===== src/hw/rtl/assert_macros.svh =====
// Assertion helpers for the serializer RTL.
`ifndef ASSERT_MACROS_SVH
`define ASSERT_MACROS_SVH

// Concurrent check on an explicit clock and synchronous reset.
`define LSSER_ASSERT_CLK(label, clk, rst, prop, msg) \
   label: assert property (@(posedge clk) disable iff (rst) (prop)) else $error(msg);

// Concurrent check on the block clock and reset.
`define LSSER_ASSERT(label, prop, msg) \
   `LSSER_ASSERT_CLK(label, clock, reset, prop, msg)

`endif


===== src/hw/rtl/lsser_pkg.sv =====
`default_nettype none

package lsser_pkg;

   localparam int CSR_IDX_W  = 3;
   localparam int CSR_DATA_W = 16;
   localparam int BIT_LEN_W  = 10;
   localparam int LATCH_W    = 16;
   localparam int WORD_W     = 32;
   localparam int INDEX_W    = 3;

   // register indexes
   localparam logic [CSR_IDX_W-1:0] CSR_ONE_HIGH  = 3'd0;
   localparam logic [CSR_IDX_W-1:0] CSR_ONE_LOW   = 3'd1;
   localparam logic [CSR_IDX_W-1:0] CSR_ZERO_HIGH = 3'd2;
   localparam logic [CSR_IDX_W-1:0] CSR_ZERO_LOW  = 3'd3;
   localparam logic [CSR_IDX_W-1:0] CSR_LATCH     = 3'd4;

   // item kinds
   localparam logic KIND_TICK  = 1'b0;
   localparam logic KIND_WRITE = 1'b1;

   // reset values of the timing registers
   localparam logic [BIT_LEN_W-1:0] RST_ONE_HIGH  = 10'd140;
   localparam logic [BIT_LEN_W-1:0] RST_ONE_LOW   = 10'd160;
   localparam logic [BIT_LEN_W-1:0] RST_ZERO_HIGH = 10'd70;
   localparam logic [BIT_LEN_W-1:0] RST_ZERO_LOW  = 10'd120;
   localparam logic [LATCH_W-1:0]   RST_LATCH     = 16'd12000;

   typedef enum logic [1:0] {
      PH_LEAD,
      PH_HIGH,
      PH_LOW,
      PH_TRAIL
   } phase_type;

   typedef struct packed {
      logic [BIT_LEN_W-1:0] one_high;
      logic [BIT_LEN_W-1:0] one_low;
      logic [BIT_LEN_W-1:0] zero_high;
      logic [BIT_LEN_W-1:0] zero_low;
      logic [LATCH_W-1:0]   latch;
   } timing_type;

   typedef struct packed {
      logic pin;
      logic done;
   } seq_out_type;

endpackage

`default_nettype wire


===== src/hw/rtl/led_strip_one_wire_serializer.sv =====
`default_nettype none

// Channel   Dir  Handshake            Payload
// req_      in   tvalid/tready        tuser = kind, tdata = led_index, colour_word
// rsp_      out  tvalid/tready/tlast  tdata = line_level, tlast = frame_done
// csr_      in   we (no wait)         index, wdata = timing register value
//
// One word in, one word out, one word per cycle sustained unless rsp_ stalls:
// the phase and counter update is a single pass of logic between state and
// result register. Reset is synchronous; it restores the timing registers,
// clears all colour words and starts a frame at its leading low period.
// No clearing pass. A single result register parts the two sides: req_tready
// stays high while that register is empty or being drained, so a stalled
// rsp_ side holds one word and stops input only while it waits.
module led_strip_one_wire_serializer #(
   parameter int NUM_LEDS     = 8,
   parameter int BITS_PER_LED = 32
) (
   input  wire logic                              clock,
   input  wire logic                              reset,
   // request words
   input  wire logic                              req_tvalid,
   output      logic                              req_tready,
   input  wire logic [39:0]                       req_tdata,  // [2:0] led_index, [34:3] colour_word, zero fill
   input  wire logic                              req_tuser,  // [0] kind
   // response words
   output      logic                              rsp_tvalid,
   input  wire logic                              rsp_tready,
   output      logic [7:0]                        rsp_tdata,  // [0] line_level, zero fill
   output      logic                              rsp_tlast,
   // timing registers
   input  wire logic                              csr_we,
   input  wire logic [lsser_pkg::CSR_IDX_W-1:0]   csr_index,
   input  wire logic [lsser_pkg::CSR_DATA_W-1:0]  csr_wdata
);

   localparam int LED_W = (NUM_LEDS > 1) ? $clog2(NUM_LEDS) : 1;
   localparam int BIT_W = $clog2(BITS_PER_LED);

   lsser_pkg::timing_type  timing;
   lsser_pkg::seq_out_type seq_out;

   logic                              accept;
   logic                              tick;
   logic                              write_item;
   logic [lsser_pkg::INDEX_W-1:0]     req_led_index;
   logic [lsser_pkg::WORD_W-1:0]      req_colour_word;
   logic [LED_W-1:0]                  rd_led;
   logic [BIT_W-1:0]                  rd_bit;
   logic                              rd_value;

   logic rsp_valid_ff, rsp_valid_in;
   logic pin_ff, pin_in;
   logic done_ff, done_in;

   // unpack the request word
   assign req_led_index   = req_tdata[lsser_pkg::INDEX_W-1:0];
   assign req_colour_word = req_tdata[lsser_pkg::INDEX_W +: lsser_pkg::WORD_W];

   // accept whenever the result register frees up in this cycle
   assign req_tready = !rsp_valid_ff || rsp_tready;
   assign accept     = req_tvalid && req_tready;
   assign tick       = accept && (req_tuser == lsser_pkg::KIND_TICK);
   assign write_item = accept && (req_tuser == lsser_pkg::KIND_WRITE);

   lsser_cfg u_cfg (
      .clock     (clock),
      .reset     (reset),
      .csr_we    (csr_we),
      .csr_index (csr_index),
      .csr_wdata (csr_wdata),
      .timing    (timing)
   );

   lsser_store #(
      .NUM_LEDS     (NUM_LEDS),
      .BITS_PER_LED (BITS_PER_LED),
      .LED_W        (LED_W),
      .BIT_W        (BIT_W)
   ) u_store (
      .clock    (clock),
      .reset    (reset),
      .wr_en    (write_item),
      .wr_index (req_led_index),
      .wr_word  (req_colour_word),
      .rd_led   (rd_led),
      .rd_bit   (rd_bit),
      .rd_value (rd_value)
   );

   lsser_seq #(
      .NUM_LEDS     (NUM_LEDS),
      .BITS_PER_LED (BITS_PER_LED),
      .LED_W        (LED_W),
      .BIT_W        (BIT_W)
   ) u_seq (
      .clock      (clock),
      .reset      (reset),
      .tick       (tick),
      .write_item (write_item),
      .timing     (timing),
      .rd_led     (rd_led),
      .rd_bit     (rd_bit),
      .rd_value   (rd_value),
      .seq_out    (seq_out)
   );

   // result register: load on accept, drop once taken
   always_comb begin
      rsp_valid_in = rsp_valid_ff;
      pin_in       = pin_ff;
      done_in      = done_ff;
      if (accept) begin
         rsp_valid_in = 1'b1;
         pin_in       = seq_out.pin;
         done_in      = seq_out.done;
      end else if (rsp_tready) begin
         rsp_valid_in = 1'b0;
      end
   end

   always_ff @(posedge clock) begin
      if (reset) begin
         rsp_valid_ff <= 1'b0;
      end else begin
         rsp_valid_ff <= rsp_valid_in;
      end
   end

   always_ff @(posedge clock) begin
      pin_ff  <= pin_in;
      done_ff <= done_in;
   end

   assign rsp_tvalid = rsp_valid_ff;
   assign rsp_tdata  = {7'b0, pin_ff};
   assign rsp_tlast  = done_ff;

endmodule

`default_nettype wire


===== src/hw/rtl/lsser_cfg.sv =====
`default_nettype none

module lsser_cfg (
   input  wire logic                               clock,
   input  wire logic                               reset,
   input  wire logic                               csr_we,
   input  wire logic [lsser_pkg::CSR_IDX_W-1:0]    csr_index,
   input  wire logic [lsser_pkg::CSR_DATA_W-1:0]   csr_wdata,
   output      lsser_pkg::timing_type              timing
);

   lsser_pkg::timing_type timing_ff;
   lsser_pkg::timing_type timing_in;

   always_comb begin
      timing_in = timing_ff;
      if (csr_we) begin
         unique case (csr_index)
            lsser_pkg::CSR_ONE_HIGH:
               timing_in.one_high = csr_wdata[lsser_pkg::BIT_LEN_W-1:0];
            lsser_pkg::CSR_ONE_LOW:
               timing_in.one_low = csr_wdata[lsser_pkg::BIT_LEN_W-1:0];
            lsser_pkg::CSR_ZERO_HIGH:
               timing_in.zero_high = csr_wdata[lsser_pkg::BIT_LEN_W-1:0];
            lsser_pkg::CSR_ZERO_LOW:
               timing_in.zero_low = csr_wdata[lsser_pkg::BIT_LEN_W-1:0];
            lsser_pkg::CSR_LATCH:
               timing_in.latch = csr_wdata[lsser_pkg::LATCH_W-1:0];
            default: ; // drop writes to unknown indexes
         endcase
      end
   end

   always_ff @(posedge clock) begin
      if (reset) begin
         timing_ff.one_high  <= lsser_pkg::RST_ONE_HIGH;
         timing_ff.one_low   <= lsser_pkg::RST_ONE_LOW;
         timing_ff.zero_high <= lsser_pkg::RST_ZERO_HIGH;
         timing_ff.zero_low  <= lsser_pkg::RST_ZERO_LOW;
         timing_ff.latch     <= lsser_pkg::RST_LATCH;
      end else begin
         timing_ff <= timing_in;
      end
   end

   assign timing = timing_ff;

endmodule

`default_nettype wire


===== src/hw/rtl/lsser_store.sv =====
`default_nettype none

module lsser_store #(
   parameter int NUM_LEDS     = 8,
   parameter int BITS_PER_LED = 32,
   parameter int LED_W        = 3,
   parameter int BIT_W        = 5
) (
   input  wire logic                              clock,
   input  wire logic                              reset,
   input  wire logic                              wr_en,
   input  wire logic [lsser_pkg::INDEX_W-1:0]     wr_index,
   input  wire logic [lsser_pkg::WORD_W-1:0]      wr_word,
   input  wire logic [LED_W-1:0]                  rd_led,
   input  wire logic [BIT_W-1:0]                  rd_bit,
   output      logic                              rd_value
);

   logic [BITS_PER_LED-1:0] led_words_ff [NUM_LEDS];
   logic [BITS_PER_LED-1:0] rd_word;

   // indexes beyond the store match no entry and are dropped
   always_ff @(posedge clock) begin
      for (int i = 0; i < NUM_LEDS; i++) begin
         if (reset) begin
            led_words_ff[i] <= '0;
         end else if (wr_en && (int'(wr_index) == i)) begin
            led_words_ff[i] <= wr_word[BITS_PER_LED-1:0];
         end
      end
   end

   assign rd_word  = led_words_ff[rd_led];
   assign rd_value = rd_word[rd_bit];

endmodule

`default_nettype wire


===== src/hw/rtl/lsser_seq.sv =====
`default_nettype none

`include "assert_macros.svh"

module lsser_seq #(
   parameter int NUM_LEDS     = 8,
   parameter int BITS_PER_LED = 32,
   parameter int LED_W        = 3,
   parameter int BIT_W        = 5
) (
   input  wire logic                     clock,
   input  wire logic                     reset,
   input  wire logic                     tick,
   input  wire logic                     write_item,
   input  wire lsser_pkg::timing_type    timing,
   output      logic [LED_W-1:0]         rd_led,
   output      logic [BIT_W-1:0]         rd_bit,
   input  wire logic                     rd_value,
   output      lsser_pkg::seq_out_type   seq_out
);

   localparam logic [LED_W-1:0] LAST_LED = LED_W'(NUM_LEDS - 1);
   localparam logic [BIT_W-1:0] BIT_TOP  = BIT_W'(BITS_PER_LED - 1);
   localparam int               LEN_W    = lsser_pkg::LATCH_W;

   lsser_pkg::phase_type phase_ff, phase_in;
   logic [LED_W-1:0]     led_ff, led_in;
   logic [BIT_W-1:0]     bit_ff, bit_in;
   logic [LEN_W-1:0]     tick_ff, tick_in;
   logic                 cur_bit_ff, cur_bit_in;

   logic [LEN_W-1:0]     seg_len;
   logic [LEN_W:0]       tick_next;
   logic                 seg_end;
   logic                 advance;
   logic                 more_bits;

   // length of the segment the pin is in
   always_comb begin
      case (phase_ff)
         lsser_pkg::PH_HIGH:
            seg_len = cur_bit_ff ? LEN_W'(timing.one_high) : LEN_W'(timing.zero_high);
         lsser_pkg::PH_LOW:
            seg_len = cur_bit_ff ? LEN_W'(timing.one_low) : LEN_W'(timing.zero_low);
         default:
            seg_len = timing.latch;
      endcase
   end

   // a zero length ends on the first tick as well
   assign tick_next = {1'b0, tick_ff} + (LEN_W+1)'(1);
   assign seg_end   = (tick_next >= {1'b0, seg_len});
   assign advance   = tick && seg_end;
   assign more_bits = (bit_ff != '0) || (led_ff != LAST_LED);

   always_comb begin
      phase_in = phase_ff;
      if (advance) begin
         unique case (phase_ff)
            lsser_pkg::PH_LEAD:  phase_in = lsser_pkg::PH_HIGH;
            lsser_pkg::PH_HIGH:  phase_in = lsser_pkg::PH_LOW;
            lsser_pkg::PH_LOW:   phase_in = more_bits ? lsser_pkg::PH_HIGH
                                                      : lsser_pkg::PH_TRAIL;
            lsser_pkg::PH_TRAIL: phase_in = lsser_pkg::PH_LEAD;
            default:             phase_in = lsser_pkg::PH_LEAD;
         endcase
      end
   end

   always_comb begin
      led_in       = led_ff;
      bit_in       = bit_ff;
      tick_in      = tick_ff;
      seq_out.pin  = (phase_ff == lsser_pkg::PH_HIGH);
      seq_out.done = 1'b0;
      if (tick) begin
         tick_in = seg_end ? '0 : tick_next[LEN_W-1:0];
      end
      if (advance) begin
         unique case (phase_ff)
            lsser_pkg::PH_LEAD: begin
               led_in = '0;
               bit_in = BIT_TOP;
            end
            lsser_pkg::PH_HIGH: ;
            lsser_pkg::PH_LOW: begin
               if (bit_ff != '0) begin
                  bit_in = bit_ff - BIT_W'(1);
               end else if (led_ff != LAST_LED) begin
                  led_in = led_ff + LED_W'(1);
                  bit_in = BIT_TOP;
               end
            end
            lsser_pkg::PH_TRAIL: begin
               led_in       = '0;
               bit_in       = BIT_TOP;
               seq_out.done = 1'b1;
            end
            default: ;
         endcase
      end
   end

   // take the bit from the store as its high pulse starts
   assign rd_led     = led_in;
   assign rd_bit     = bit_in;
   assign cur_bit_in = (advance && (phase_in == lsser_pkg::PH_HIGH)) ? rd_value : cur_bit_ff;

   always_ff @(posedge clock) begin
      if (reset) begin
         phase_ff   <= lsser_pkg::PH_LEAD;
         led_ff     <= '0;
         bit_ff     <= BIT_TOP;
         tick_ff    <= '0;
         cur_bit_ff <= 1'b0;
      end else begin
         phase_ff   <= phase_in;
         led_ff     <= led_in;
         bit_ff     <= bit_in;
         tick_ff    <= tick_in;
         cur_bit_ff <= cur_bit_in;
      end
   end

   `LSSER_ASSERT(a_frame_wrap,
      (tick && seg_end && (phase_ff == lsser_pkg::PH_TRAIL))
         |=> ((phase_ff == lsser_pkg::PH_LEAD) && (led_ff == '0) && (bit_ff == BIT_TOP)),
      "frame end did not rewind counters")
   `LSSER_ASSERT(a_write_holds,
      (write_item && !tick) |=> ($stable(phase_ff) && $stable(tick_ff) && $stable(cur_bit_ff)),
      "write word moved the waveform")
   `LSSER_ASSERT(a_phase_clears_tick,
      (phase_ff != $past(phase_ff)) |-> (tick_ff == '0),
      "segment started with a stale tick count")

endmodule

`default_nettype wire

===== config.mk =====
export PLATFORM = sky130hd
export DESIGN_NAME = led_strip_one_wire_serializer
export DESIGN_NICKNAME = d
export VERILOG_FILES = /design/src/hw/rtl/lsser_pkg.sv /design/src/hw/rtl/led_strip_one_wire_serializer.sv /design/src/hw/rtl/lsser_cfg.sv /design/src/hw/rtl/lsser_store.sv /design/src/hw/rtl/lsser_seq.sv
export VERILOG_INCLUDE_DIRS = /design/src /design/src/hw/rtl
export SDC_FILE = /design/constraint.sdc
export NUM_CORES = 1
export LEC_CHECK = 0
export BUFFER_PORTS_ARGS = -buffer_cell sky130_fd_sc_hd__buf_2
export CELL_PAD_IN_SITES_DETAIL_PLACEMENT = 0
export CELL_PAD_IN_SITES_GLOBAL_PLACEMENT = 1
export CORE_MARGIN = 2
export CORE_UTILIZATION = 45
export DETAILED_ROUTE_END_ITERATION = 12
export GPL_ROUTABILITY_DRIVEN = 0
export PLACE_DENSITY = 0.77
export SETUP_SLACK_MARGIN = 0.3
export SLEW_MARGIN = 20
export SYNTH_ARGS = -nofsm -noshare
export SYNTH_HDL_FRONTEND = slang
export SYNTH_SLANG_ARGS = --single-unit
export TNS_END_PERCENT = 20

===== constraint.sdc =====
create_clock -name clock -period 13 [get_ports clock]
set_input_delay 2.6 -clock clock [delete_from_list [all_inputs] [get_ports clock]]
set_output_delay 2.6 -clock clock [all_outputs]
set_load 0.02 [all_outputs]

* After elaboration in Yosys (flattened, before gate mapping)
Memory sizes are Yosys's and may differ from the RTL's.
Index checks and enable logic that the tools add are counted.
** Word-level totals
- RAM bits :: 256
- Memories :: 1
- Memory bits (read-only) :: 0
- Logic and storage cells :: 125
- Latch bits :: 0
- Register bits :: 86
** Operators by class
- Order comparisons :: 2
- Equality and inequality tests :: 16
- Add/subtract/negate cells :: 3
- Mux-type cells :: 54
- $mul :: 0
- Bitwise logic cells :: 9
- Div/mod/pow operators :: 0
- Shift-type cells :: 0
- Reduce and logical (&&, ||, !) cells :: 27
** Memory list
- u_store.led_words_ff :: words 8, width 32, read ports 1, clocked after Yosys merged registers in 0, wr ports 8, line lsser_store.sv:19 : logic [BITS_PER_LED-1:0] led_words_ff [NUM_LEDS];
** Operator list (count)
- $mux 32 :: 8
- $pmux 16 s2 :: 1
- $mux 1 :: 30
- $mux 10 :: 2
- $add 16x1->17 const B :: 1
- $ge 17x16->1 :: 1
- $mux 16 :: 1
- $eq 3x3->1 const B :: 5
- $mux 5 :: 3
- $logic_and 1x1->1 :: 13
- $eq 3x2->1 const B :: 4
- $pmux 5 s2 :: 1
- $reduce_and 2->1 :: 5
- $mux 3 :: 3
- $or 1x1->1 :: 8
- $pmux 2 s4 :: 1
- $eq 3x1->1 const B :: 2
- $logic_not 3->1 :: 2
- $lt 5x6->1 const B :: 1
- $pmux 3 s2 :: 1
- $bmux 1 s5 :: 1
- $reduce_bool 5->1 :: 1
- $sub 5x1->5 const B :: 1
- $eq 2x1->1 const B :: 2
- 10 further kinds :: 13

* Depth between registers and ports, before layout
Gate-level depths: netlist (run 1).
- Depth after elaboration :: 9
- Mapped depth :: 26

* Modules after synthesis
From an unflattened synthesis (run 1), not the netlist that was laid out.
** Unflattened totals
- Cell total of the unflattened synthesis :: 1334
- Area, all modules :: 16742.3 um^2
** Modules (own cells, without submodules)
- lsser_store :: seq. area each 7687.4 um^2, times used 1, cells an instance 782, area an instance 11747.5 um^2
- lsser_seq :: seq. area each 540.5 um^2, times used 1, cells an instance 317, area an instance 2527.4 um^2
- lsser_cfg :: seq. area each 1121.1 um^2, times used 1, cells an instance 217, area an instance 2275.9 um^2
- led_strip_one_wire_serializer :: seq. area each 80.1 um^2, times used 1, cells an instance 18, area an instance 191.4 um^2

* Least setup slack after synthesis (run 1)
Ideal clock, no wire load.
- Kind :: input port to flip-flop
- Start point :: in rsp_tready
- End point :: reg u_seq.cur_bit_ff
- Path buffers :: 4
- Stages on the path :: 17
- Library setup time :: 0.126 ns
- Slack :: 7.546 ns
- Data arrival time :: 5.328 ns
- Cell sequence :: nand2b_2 and2_1 buf_2 nand2b_1 buf_2 nor2_2 o21ai_2 a211oi_4 buf_8 buf_12 mux2i_1 mux2i_1 mux2_2 a2111oi_4 a22oi_2 o31ai_2 o31ai_2
** Between the ends
- Word-level cells in the longest chain between the ends :: 8
- Elaborated cells on any way between the ends :: 12
- Classes of those cells :: eq/ne (1); mux (5); reduce/logical (5); memory (1)
** RTL lines
- from (decl) :: line led_strip_one_wire_serializer.sv:28 : input wire logic rsp_tready,
- $logic_or 1x1->1 * :: line led_strip_one_wire_serializer.sv:61 : assign req_tready = !rsp_valid_ff || rsp_tready;
- $logic_and 1x1->1 * :: line led_strip_one_wire_serializer.sv:62 : assign accept = req_tvalid && req_tready;
- named net accept :: line led_strip_one_wire_serializer.sv:43 : logic accept;
- $logic_and 1x1->1 * :: line led_strip_one_wire_serializer.sv:63 : assign tick = accept && (req_tuser == lsser_pkg::KIND_TICK);
- $logic_and 1x1->1 * :: line lsser_seq.sv:53 : assign advance = tick && seg_end;
- $mux 3 :: line lsser_seq.sv:79 : if (advance) begin
- $mem_v2 8x32
- $bmux 1 s5 :: line lsser_store.sv:34 : assign rd_value = rd_word[rd_bit];
- $mux 1 (implied by the code) :: line lsser_store.sv:34
- to (signal assigned) :: line lsser_seq.sv:121 : cur_bit_ff <= cur_bit_in;
- to (decl) :: line lsser_seq.sv:30 : logic cur_bit_ff, cur_bit_in;
Mark *: on every way through the listed nets, which the timed path passes. The rest lies on a longest branch. The select of a mux whose other input is x is not followed.
A chain may end at the register's enable or synchronous reset.

* Final worst setup path (run 1)
- Start point :: reg u_seq.tick_ff[2]
- End point :: reg u_seq.cur_bit_ff
** Between the ends
- Word-level cells in the longest chain between the ends :: 7
- Elaborated cells on any way between the ends :: 11
- Classes of those cells :: add/sub (1); order compare (1); eq/ne (1); mux (5); reduce/logical (2); memory (1)
** RTL lines
- from (decl) :: line lsser_seq.sv:29 : logic [LEN_W-1:0] tick_ff, tick_in;
- from (signal assigned) :: line lsser_seq.sv:120 : tick_ff <= tick_in;
- $add 16x1->17 * :: line lsser_seq.sv:51 : assign tick_next = {1'b0, tick_ff} + (LEN_W+1)'(1);
- $ge 17x16->1 * :: line lsser_seq.sv:52 : assign seg_end = (tick_next >= {1'b0, seg_len});
- $logic_and 1x1->1 * :: line lsser_seq.sv:53
- $mux 3 :: line lsser_seq.sv:79
- $mem_v2 8x32
- $bmux 1 s5 :: line lsser_store.sv:34
- $mux 1 (implied by the code) :: line lsser_store.sv:34
Mark *: on every way between the ends. The rest lies on a longest branch, timed or not. The select of a mux whose other input is x is not followed.

==> implementation parameters, run 1 <==
Parameter                              Value

Floorplanning
  Number of ports placed on the die boundary ... 76
  Die area ... roughly 0.039 mm2
  Chip Width ... just under 200 um
  Row cnt ... 70
  Core ar. ... approximately 0.037 mm2
  DIE HEIGHT ... 197 um
  Initial core utilization ... approximately 46%

Clocking
  Clock tree from TritonCTS ... done
  TritonCTS Sinks ... roughly 340
  Max H-tree Level ... 2
  Longest Clk Path Bufs ... 3
  Clock Tree Root ... clkbuf_16
  # resized after CTS ... 0
  Hold buffer count at cts ... 0
  Insertion delay of the later-clocked pin in the worst-skew pair ... roughly 540 ps
  Num CTS Buffers ... 39
  Post-CTS Repair Setup Buffers ... 0
  Clock-pin slew of the registers on the worst-case setup and hold paths ... approximately 60 ps

Timing
  Final worst path period need ... 6960 ps
  Slew Limit Fails ... 0
  RSZ-0062 raised after global routing ... no
  Number of hold violations in the final report ... 0
  Pin slew with the least headroom to its limit ... 1100 ps
  Fmax ... 144 MHz
  Worst clock skew ... about 16 ps
  Max-slew headroom at the worst pin ... about a quarter
  Final setup vio count ... 0
  Total negative slack ... 0 ps
  Tightest hold margin ... approximately 450 ps
  Post-route fraction of the period consumed by the critical path ... 53.5%

GRT
  Pin count of the biggest net entering global routing ... 85
  Vias in the first global route ... approximately 12000
  Total gr overflow ... 0
  Global-route wire length before repair ... approximately 67000 um
  Total routing usage reported by global routing ... a little under a quarter
  Number of antenna violations at the first check in global routing ... 4

Detailed routing
  Met3 wire len ... 2530 um
  Via count ... 11700
  Highest metal used ... met5
  Average wire per cell in the routed design ... about 21 um
  Ratio of routed vias to standard cells ... between 5 and 6
  Router iterations before antenna repair ... 5
  Violation count after the first detailed-route iteration ... between 800 and 900
  M1 WL ... 18800 um
  Post-Route WL ... ~44000 um
  Residual DRC ... 0
  Antenna Violating Nets Remaining ... 0
  Metal2 WL ... 21400 um

Run
  Max-capacitance violation count ... 0

Setup path
  Reg2Reg Setup Slack ... between 6000 and 7000 ps
  Launching point of the worst reg2reg path ... u_seq.tick_ff[2]$_SDFFE_PP0P_
  Startpoint type of the worst setup path ... flip-flop
  Endpoint kind of the worst setup timing path ... flip-flop
  Worst setup path category ... flip-flop to flip-flop
  Maximum net fanout on the critical path ... 74
  Reg-to-Reg End ... u_seq.cur_bit_ff$_SDFFE_PP0P_
  Worst Path Required ... roughly 13000 ps
  Arr. time, crit path ... roughly 7400 ps
  Count of cells along the worst register-to-register path ... 23

Synthesis
  Average cell area after synthesis ... 10.7 um2
  EDFF count, synth ... approximately 260
  Top_reg_cell synth ... edfxtp_1
  Share of Yosys cell area claimed by the top area cell type ... 46.2%
  Number of flip-flops and latches in the synthesized netlist ... approximately 340
  Cell taking the most area after synthesis ... edfxtp_1
  Fraction of registers with async set/reset ... 0%
  Dominant cell by count in the synthesized netlist ... nand2_1
  Warning count from the yosys run ... 0
  Most used standard cells in the synthesized netlist ... nand2_1 (292), and2_1 (258), edfxtp_1 (258), nand3_1 (117), dfxtp_1 (84)
  Synth Cell Area ... ~0.017 mm2
  Post-Syn Instances ... ~1600
  Count of cell types in the netlist ... 77
  Cells taking the most area after synthesis ... edfxtp_1 (46%), dfxtp_1 (10%), and2_1 (9.6%), nand2_1 (6.5%), nand3_1 (3.5%)
  Share of synthesized area occupied by flip-flops and latches ... 56.2%

Hold path
  HP Class ... flip-flop to flip-flop
  Worst Hold Depth ... 2
  Hold path endpoint ... u_cfg.timing[17]$_SDFFE_PP0P_
  Start point of the worst hold path ... u_cfg.timing[17]$_SDFFE_PP0P_

Cells and area
  Fraction of final layout cells sized beyond drive strength 1 ... between 10 and 15%
  Area delta synth->final ... 11.5%
  Filler instances ... ~3300
  Layout Nets ... between 1500 and 2000

Power
  Maximum vdd ir drop ... roughly 0.12 mV
  Total power density per cell area ... about 130 mW/mm2
  Static Leakage ... about 0.0073 uW

Placed design
  Post-detail-place hpwl ... 24700 um
  Quantity of I/O buffers inserted on ports ... 63

Status
  Result of the run ... complete, no violations
[how the worst max path moves through the flow]
stage | startpoint | endpoint | cells past startpoint
floorplan | rsp_tready | u_seq.cur_bit_ff$_SDFFE_PP0P_ | 17
global placement | rsp_tready | u_seq.cur_bit_ff$_SDFFE_PP0P_ | 15
detailed placement | rsp_tready | u_seq.cur_bit_ff$_SDFFE_PP0P_ | 15
CTS | u_seq.tick_ff[2]$_SDFFE_PP0P_ | u_seq.cur_bit_ff$_SDFFE_PP0P_ | 23
global route | u_seq.tick_ff[2]$_SDFFE_PP0P_ | u_seq.cur_bit_ff$_SDFFE_PP0P_ | 23
finish | u_seq.tick_ff[2]$_SDFFE_PP0P_ | u_seq.cur_bit_ff$_SDFFE_PP0P_ | 23
[kinds of logic after synthesis]
| logic type | Yosys count | share of synthesized area [%] |
|---|---|---|
| AO/OA/AOI/OAI | 180 | 7.73 |
| XOR/XNOR | 27 | 1.41 |
| adder cells (fa/ha/maj) | 24 | 1.79 |
| buffers and inverters | 116 | 3.65 |
| flip-flops | 342 | 56.2 |
| multiplexers | 57 | 4.23 |
| other | 1 | 0.0224 |
| AND/OR/NAND/NOR | 816 | 25.0 |
[worst max-delay path, stage by stage, from the launching register on]
cell and delay (ps):
dfxtp_1 420, nand3_1 160, or2_2 360, nor2_1 220, and3_1 260, and3_1 280, nand3_1 200, nor2_1 170
xor2_1 80, ha_1 290, and3_1 170, and3_1 250, nand3_1 150, nand4b_1 250, o21ai_2 320, a211oi_4 310
buf_4 810, buf_4 630, mux2i_1 260, o221ai_1 130, nor4_1 360, a41oi_1 150, o311ai_0 440, o31ai_2 90
[where the power goes]
part / internal, uW / switching (uW) / total [uW]
combinational: 30.5 / 71.4 / 102
sequential: 1200 / 9.26 / 1210
clock: 622 / 438 / 1060
[layer usage]
layer / track usage [%] / vias up
li1: - / 5559
met1: 29.5 / 5743
met2: 39.0 / 325
met3: 3.79 / 62
met4: 6.66 / 2
met5: 0 / -
[metrics by stage]
stage	total power [uW]	util (%)	std cells	setup slack, ps	instance area [um2]
3_3_place_gp	1330	47.6	2020	5720	17500
2_1_floorplan	1290	-	1569	7550	16800
4_1_cts	2400	50.9	2090	6040	18700
6_report	2380	51.0	2091	6040	18700
5_1_grt	2450	51.0	2090	5510	18700
3_5_place_dp	1340	47.6	2020	5640	17500
[layout make-up]
type / instances / area, um2 / area share, %
Sequential cell: 342 / 9430 / 50.4
Inverter: 8 / 30.0 / 0.161
Antenna cell: 1 / 2.50 / 0.0134
Tap cell: 468 / 586 / 3.13
Timing Repair Buffer: 91 / 526 / 2.81
Clock inverter: 19 / 188 / 1.00
Clock buffer: 51 / 1030 / 5.53
Multi-Input combinational cell: 1111 / 6910 / 36.9
[registers in the layout (all words and copies together), names as in the netlist, 2 cells and up]
name / count
u_seq.phase_ff: 2
u_seq.bit_ff: 5
u_seq.led_ff: 3
u_seq.tick_ff: 16
u_store.led_words_ff: 256
u_cfg.timing: 56
[cell usage in the layout, fill, tap and decap left out, drive strengths merged, types with 22 or more instances in the layout]
cell	n
nand2	293
and2	258
edfxtp	258
nand3	118
buf	91
dfxtp	84
a21oi	57
clkbuf	51
nor2	48
mux2i	27
ha	24
mux2	22
(Power assumes the default switching activity.)
==> inputs of run 2 (changes only) <==
==> constraint.sdc (replaced) <==
create_clock -name clock -period 7.2 [get_ports clock]
set_input_delay 1.44 -clock clock [delete_from_list [all_inputs] [get_ports clock]]
set_output_delay 1.44 -clock clock [all_outputs]
set_load 0.02 [all_outputs]
==> run 2 against run 1 <==
Net effect: critical path depth unchanged; register-to-register slack worse by 5200 ps; via count up 0.98%; design area is 0.21% higher; cell count grew 0.48%; clock power grew 74%; critical endpoint unchanged.
==> implementation parameters, run 2 (same netlist as run 1, synthesis figures left out) <==
Parameter                              Value

Cells and area
  Non-filler cells, final ... 2101 (+0.48%)
  Area delta synth->final ... 11.7%
  Leading cell type in the layout, fill and taps excluded ... nand2_1
  Top library cells by usage in the layout, fill and taps aside ... nand2_1 (292), and2_1 (258), edfxtp_1 (258)
  Max reg flops ... 256 (unchanged)
  Fraction of final layout cells sized beyond drive strength 1 ... 14.2% (+0.36 points)
  Layout Nets ... 1694 (+0.71%)
  Top register by number of flip-flops ... u_store.led_words_ff

Floorplanning
  Chip Width ... 197 um (unchanged)
  Die area ... 0.0388 mm2 (unchanged)
  Row cnt ... 70 (unchanged)
  DIE HEIGHT ... 197 um (unchanged)
  Core ar. ... 0.0367 mm2 (unchanged)
  Initial core utilization ... 45.7% (unchanged)
  Number of ports placed on the die boundary ... 76 (unchanged)

Timing
  Worst clock skew ... 29.8 ps (+13.9 ps)
  Pin slew with the least headroom to its limit ... 1080 ps (-22.7 ps)
  Number of hold violations in the final report ... 0 (unchanged)
  Max-slew headroom at the worst pin ... 27.9% (+1.6 points)
  Post-route fraction of the period consumed by the critical path ... 88.1% (+35 points)
  Slew Limit Fails ... 0 (unchanged)
  Total negative slack ... 0 ps (unchanged)
  Final worst path period need ... 6340 ps (-618 ps)
  Fmax ... 158 MHz (+9.7%)
  RSZ-0062 raised after global routing ... no
  Final setup vio count ... 0 (unchanged)

Clocking
  Num CTS Buffers ... 38 (-2.6%)
  Clock-pin slew of the registers on the worst-case setup and hold paths ... 60 ps (about the same)
  Hold buffer count at cts ... 0 (unchanged)
  Insertion delay of the later-clocked pin in the worst-skew pair ... 570 ps (+30 ps)
  Max H-tree Level ... 2 (unchanged)
  Longest Clk Path Bufs ... 3 (unchanged)
  TritonCTS Sinks ... 342 (unchanged)
  Clock Tree Root ... clkbuf_16
  Post-CTS Repair Setup Buffers ... 0 (unchanged)
  Clock tree from TritonCTS ... done
  # resized after CTS ... 0 (unchanged)

GRT
  Vias in the first global route ... 11600 (+0.67%)
  Pin count of the biggest net entering global routing ... 96 (+13%)
  Global-route wire length before repair ... 67900 um (+1.7%)
  Total routing usage reported by global routing ... 23.3% (+0.60 points)
  Number of antenna violations at the first check in global routing ... 3 (-1)
  Total gr overflow ... 0 (unchanged)

Placed design
  Quantity of I/O buffers inserted on ports ... 63 (unchanged)
  Cell Count Post-Placement ... 2033 (+0.64%)
  Post-detail-place hpwl ... 25400 um (+3.2%)

Power
  Static Leakage ... 0.00736 uW (+0.39%)
  Post-route total power ... 4210 uW (+77%)
  Total power density per cell area ... 225 mW/mm2 (+77%)
  Maximum vdd ir drop ... 0.189 mV (+64%)

Setup path
  Startpoint type of the worst setup path ... flip-flop
  Maximum net fanout on the critical path ... 41 (-45%)
  Endpoint kind of the worst setup timing path ... flip-flop
  Worst setup path category ... flip-flop to flip-flop
  Arr. time, crit path ... 6800 ps (-570 ps)
  Worst Path Required ... 7660 ps (-5750 ps)

Detailed routing
  Via count ... 11800 (+0.98%)
  Antenna Violating Nets Remaining ... 0 (unchanged)
  Violation count after the first detailed-route iteration ... 895 (+3.7%)
  Average wire per cell in the routed design ... 21.1 um (+1.4%)
  Residual DRC ... 0 (unchanged)
  Router iterations before antenna repair ... 5 (unchanged)
  Post-Route WL ... 44400 um (+1.9%)
  Ratio of routed vias to standard cells ... 5.62 (+0.49%)

Hold path
  HP Class ... flip-flop to flip-flop

Run
  Max-capacitance violation count ... 0 (unchanged)

Status
  Result of the run ... complete, no violations
-- run 2: cell count changes in the layout (fill, tap and decap cells not counted), sizes merged --
| cell | before | now |
|---|---|---|
| inv | 8 | 9 |
| bufinv | 3 | 1 |
| diode | 1 | 3 |
| buf | 91 | 104 |
| clkinv | 16 | 9 |
| clkbuf | 51 | 54 |
-- run 2: critical path, cell delays in order, from the launching register on --
cell	delay (ps)
dfxtp_1	410
nand3_1	170
or2_2	360
nor2_1	200
and3_1	240
and3_1	280
nand3_1	200
nor2_1	180
xor2_1	170
ha_1	260
and3_1	160
and3_1	220
nand3_1	130
nand4b_1	230
o21ai_2	590
a211o_2	810
buf_4	380
nand3_1	110
o211ai_1	100
a32oi_1	80
a32o_1	350
a22oi_2	210
o31ai_2	130
o31ai_2	220
-- run 2: area by class of cell --
cell class              instances  area, um2
fillers                      3294      18000
flip-flops and latches        342       9430
multi-input cells            1111       6900
clock buffers                  54       1040
repair buffers                104        648
well taps                     468        586
clock inverters                11        100
inverters                       8       30.0
diodes                          3       7.51
-- run 2: where the power goes --
part           internal [uW]  leakage (uW)  switching (uW)  total, uW
sequential              2170       0.00345            16.8       2190
clock                   1040      0.000556             792       1840
combinational           55.4       0.00335             129        185
-- run 2: layer usage --
metal	GRT usage [%]	wire length, um	vias up
li1	-	-	5579
met1	31.2	19400	5774
met2	38.1	21000	368
met3	4.25	2850	82
met4	8.10	1120	2
met5	0	11	-
-- run 2: path summary, 6_finish.rpt --
| kind | cells after the start | slack (ps) | startpoint | endpoint |
|---|---|---|---|---|
| setup reg to reg | 23 | 860 | u_seq.tick_ff[2]$_SDFFE_PP0P_ | u_seq.cur_bit_ff$_SDFFE_PP0P_ |
| hold / removal | 2 | 450 | u_cfg.timing[1]$_SDFFE_PP0P_ | u_cfg.timing[1]$_SDFFE_PP0P_ |
| setup / recovery | 23 | 860 | u_seq.tick_ff[2]$_SDFFE_PP0P_ | u_seq.cur_bit_ff$_SDFFE_PP0P_ |
| hold reg to reg | 2 | 450 | u_cfg.timing[1]$_SDFFE_PP0P_ | u_cfg.timing[1]$_SDFFE_PP0P_ |
-- run 2: metrics by stage --
| stage | utilization, % | cell area (um2) | setup WS, ps | hold WS (ps) |
|---|---|---|---|---|
| 5_1_grt | 51.1 | 18700 | 422 | 468 |
| 3_5_place_dp | 47.9 | 17600 | 925 | 446 |
| 4_1_cts | 51.1 | 18700 | 878 | 455 |
| 6_report | 51.1 | 18700 | 860 | 451 |
| 2_1_floorplan | - | 16800 | 2330 | 432 |
| 3_3_place_gp | 47.9 | 17600 | 993 | 438 |
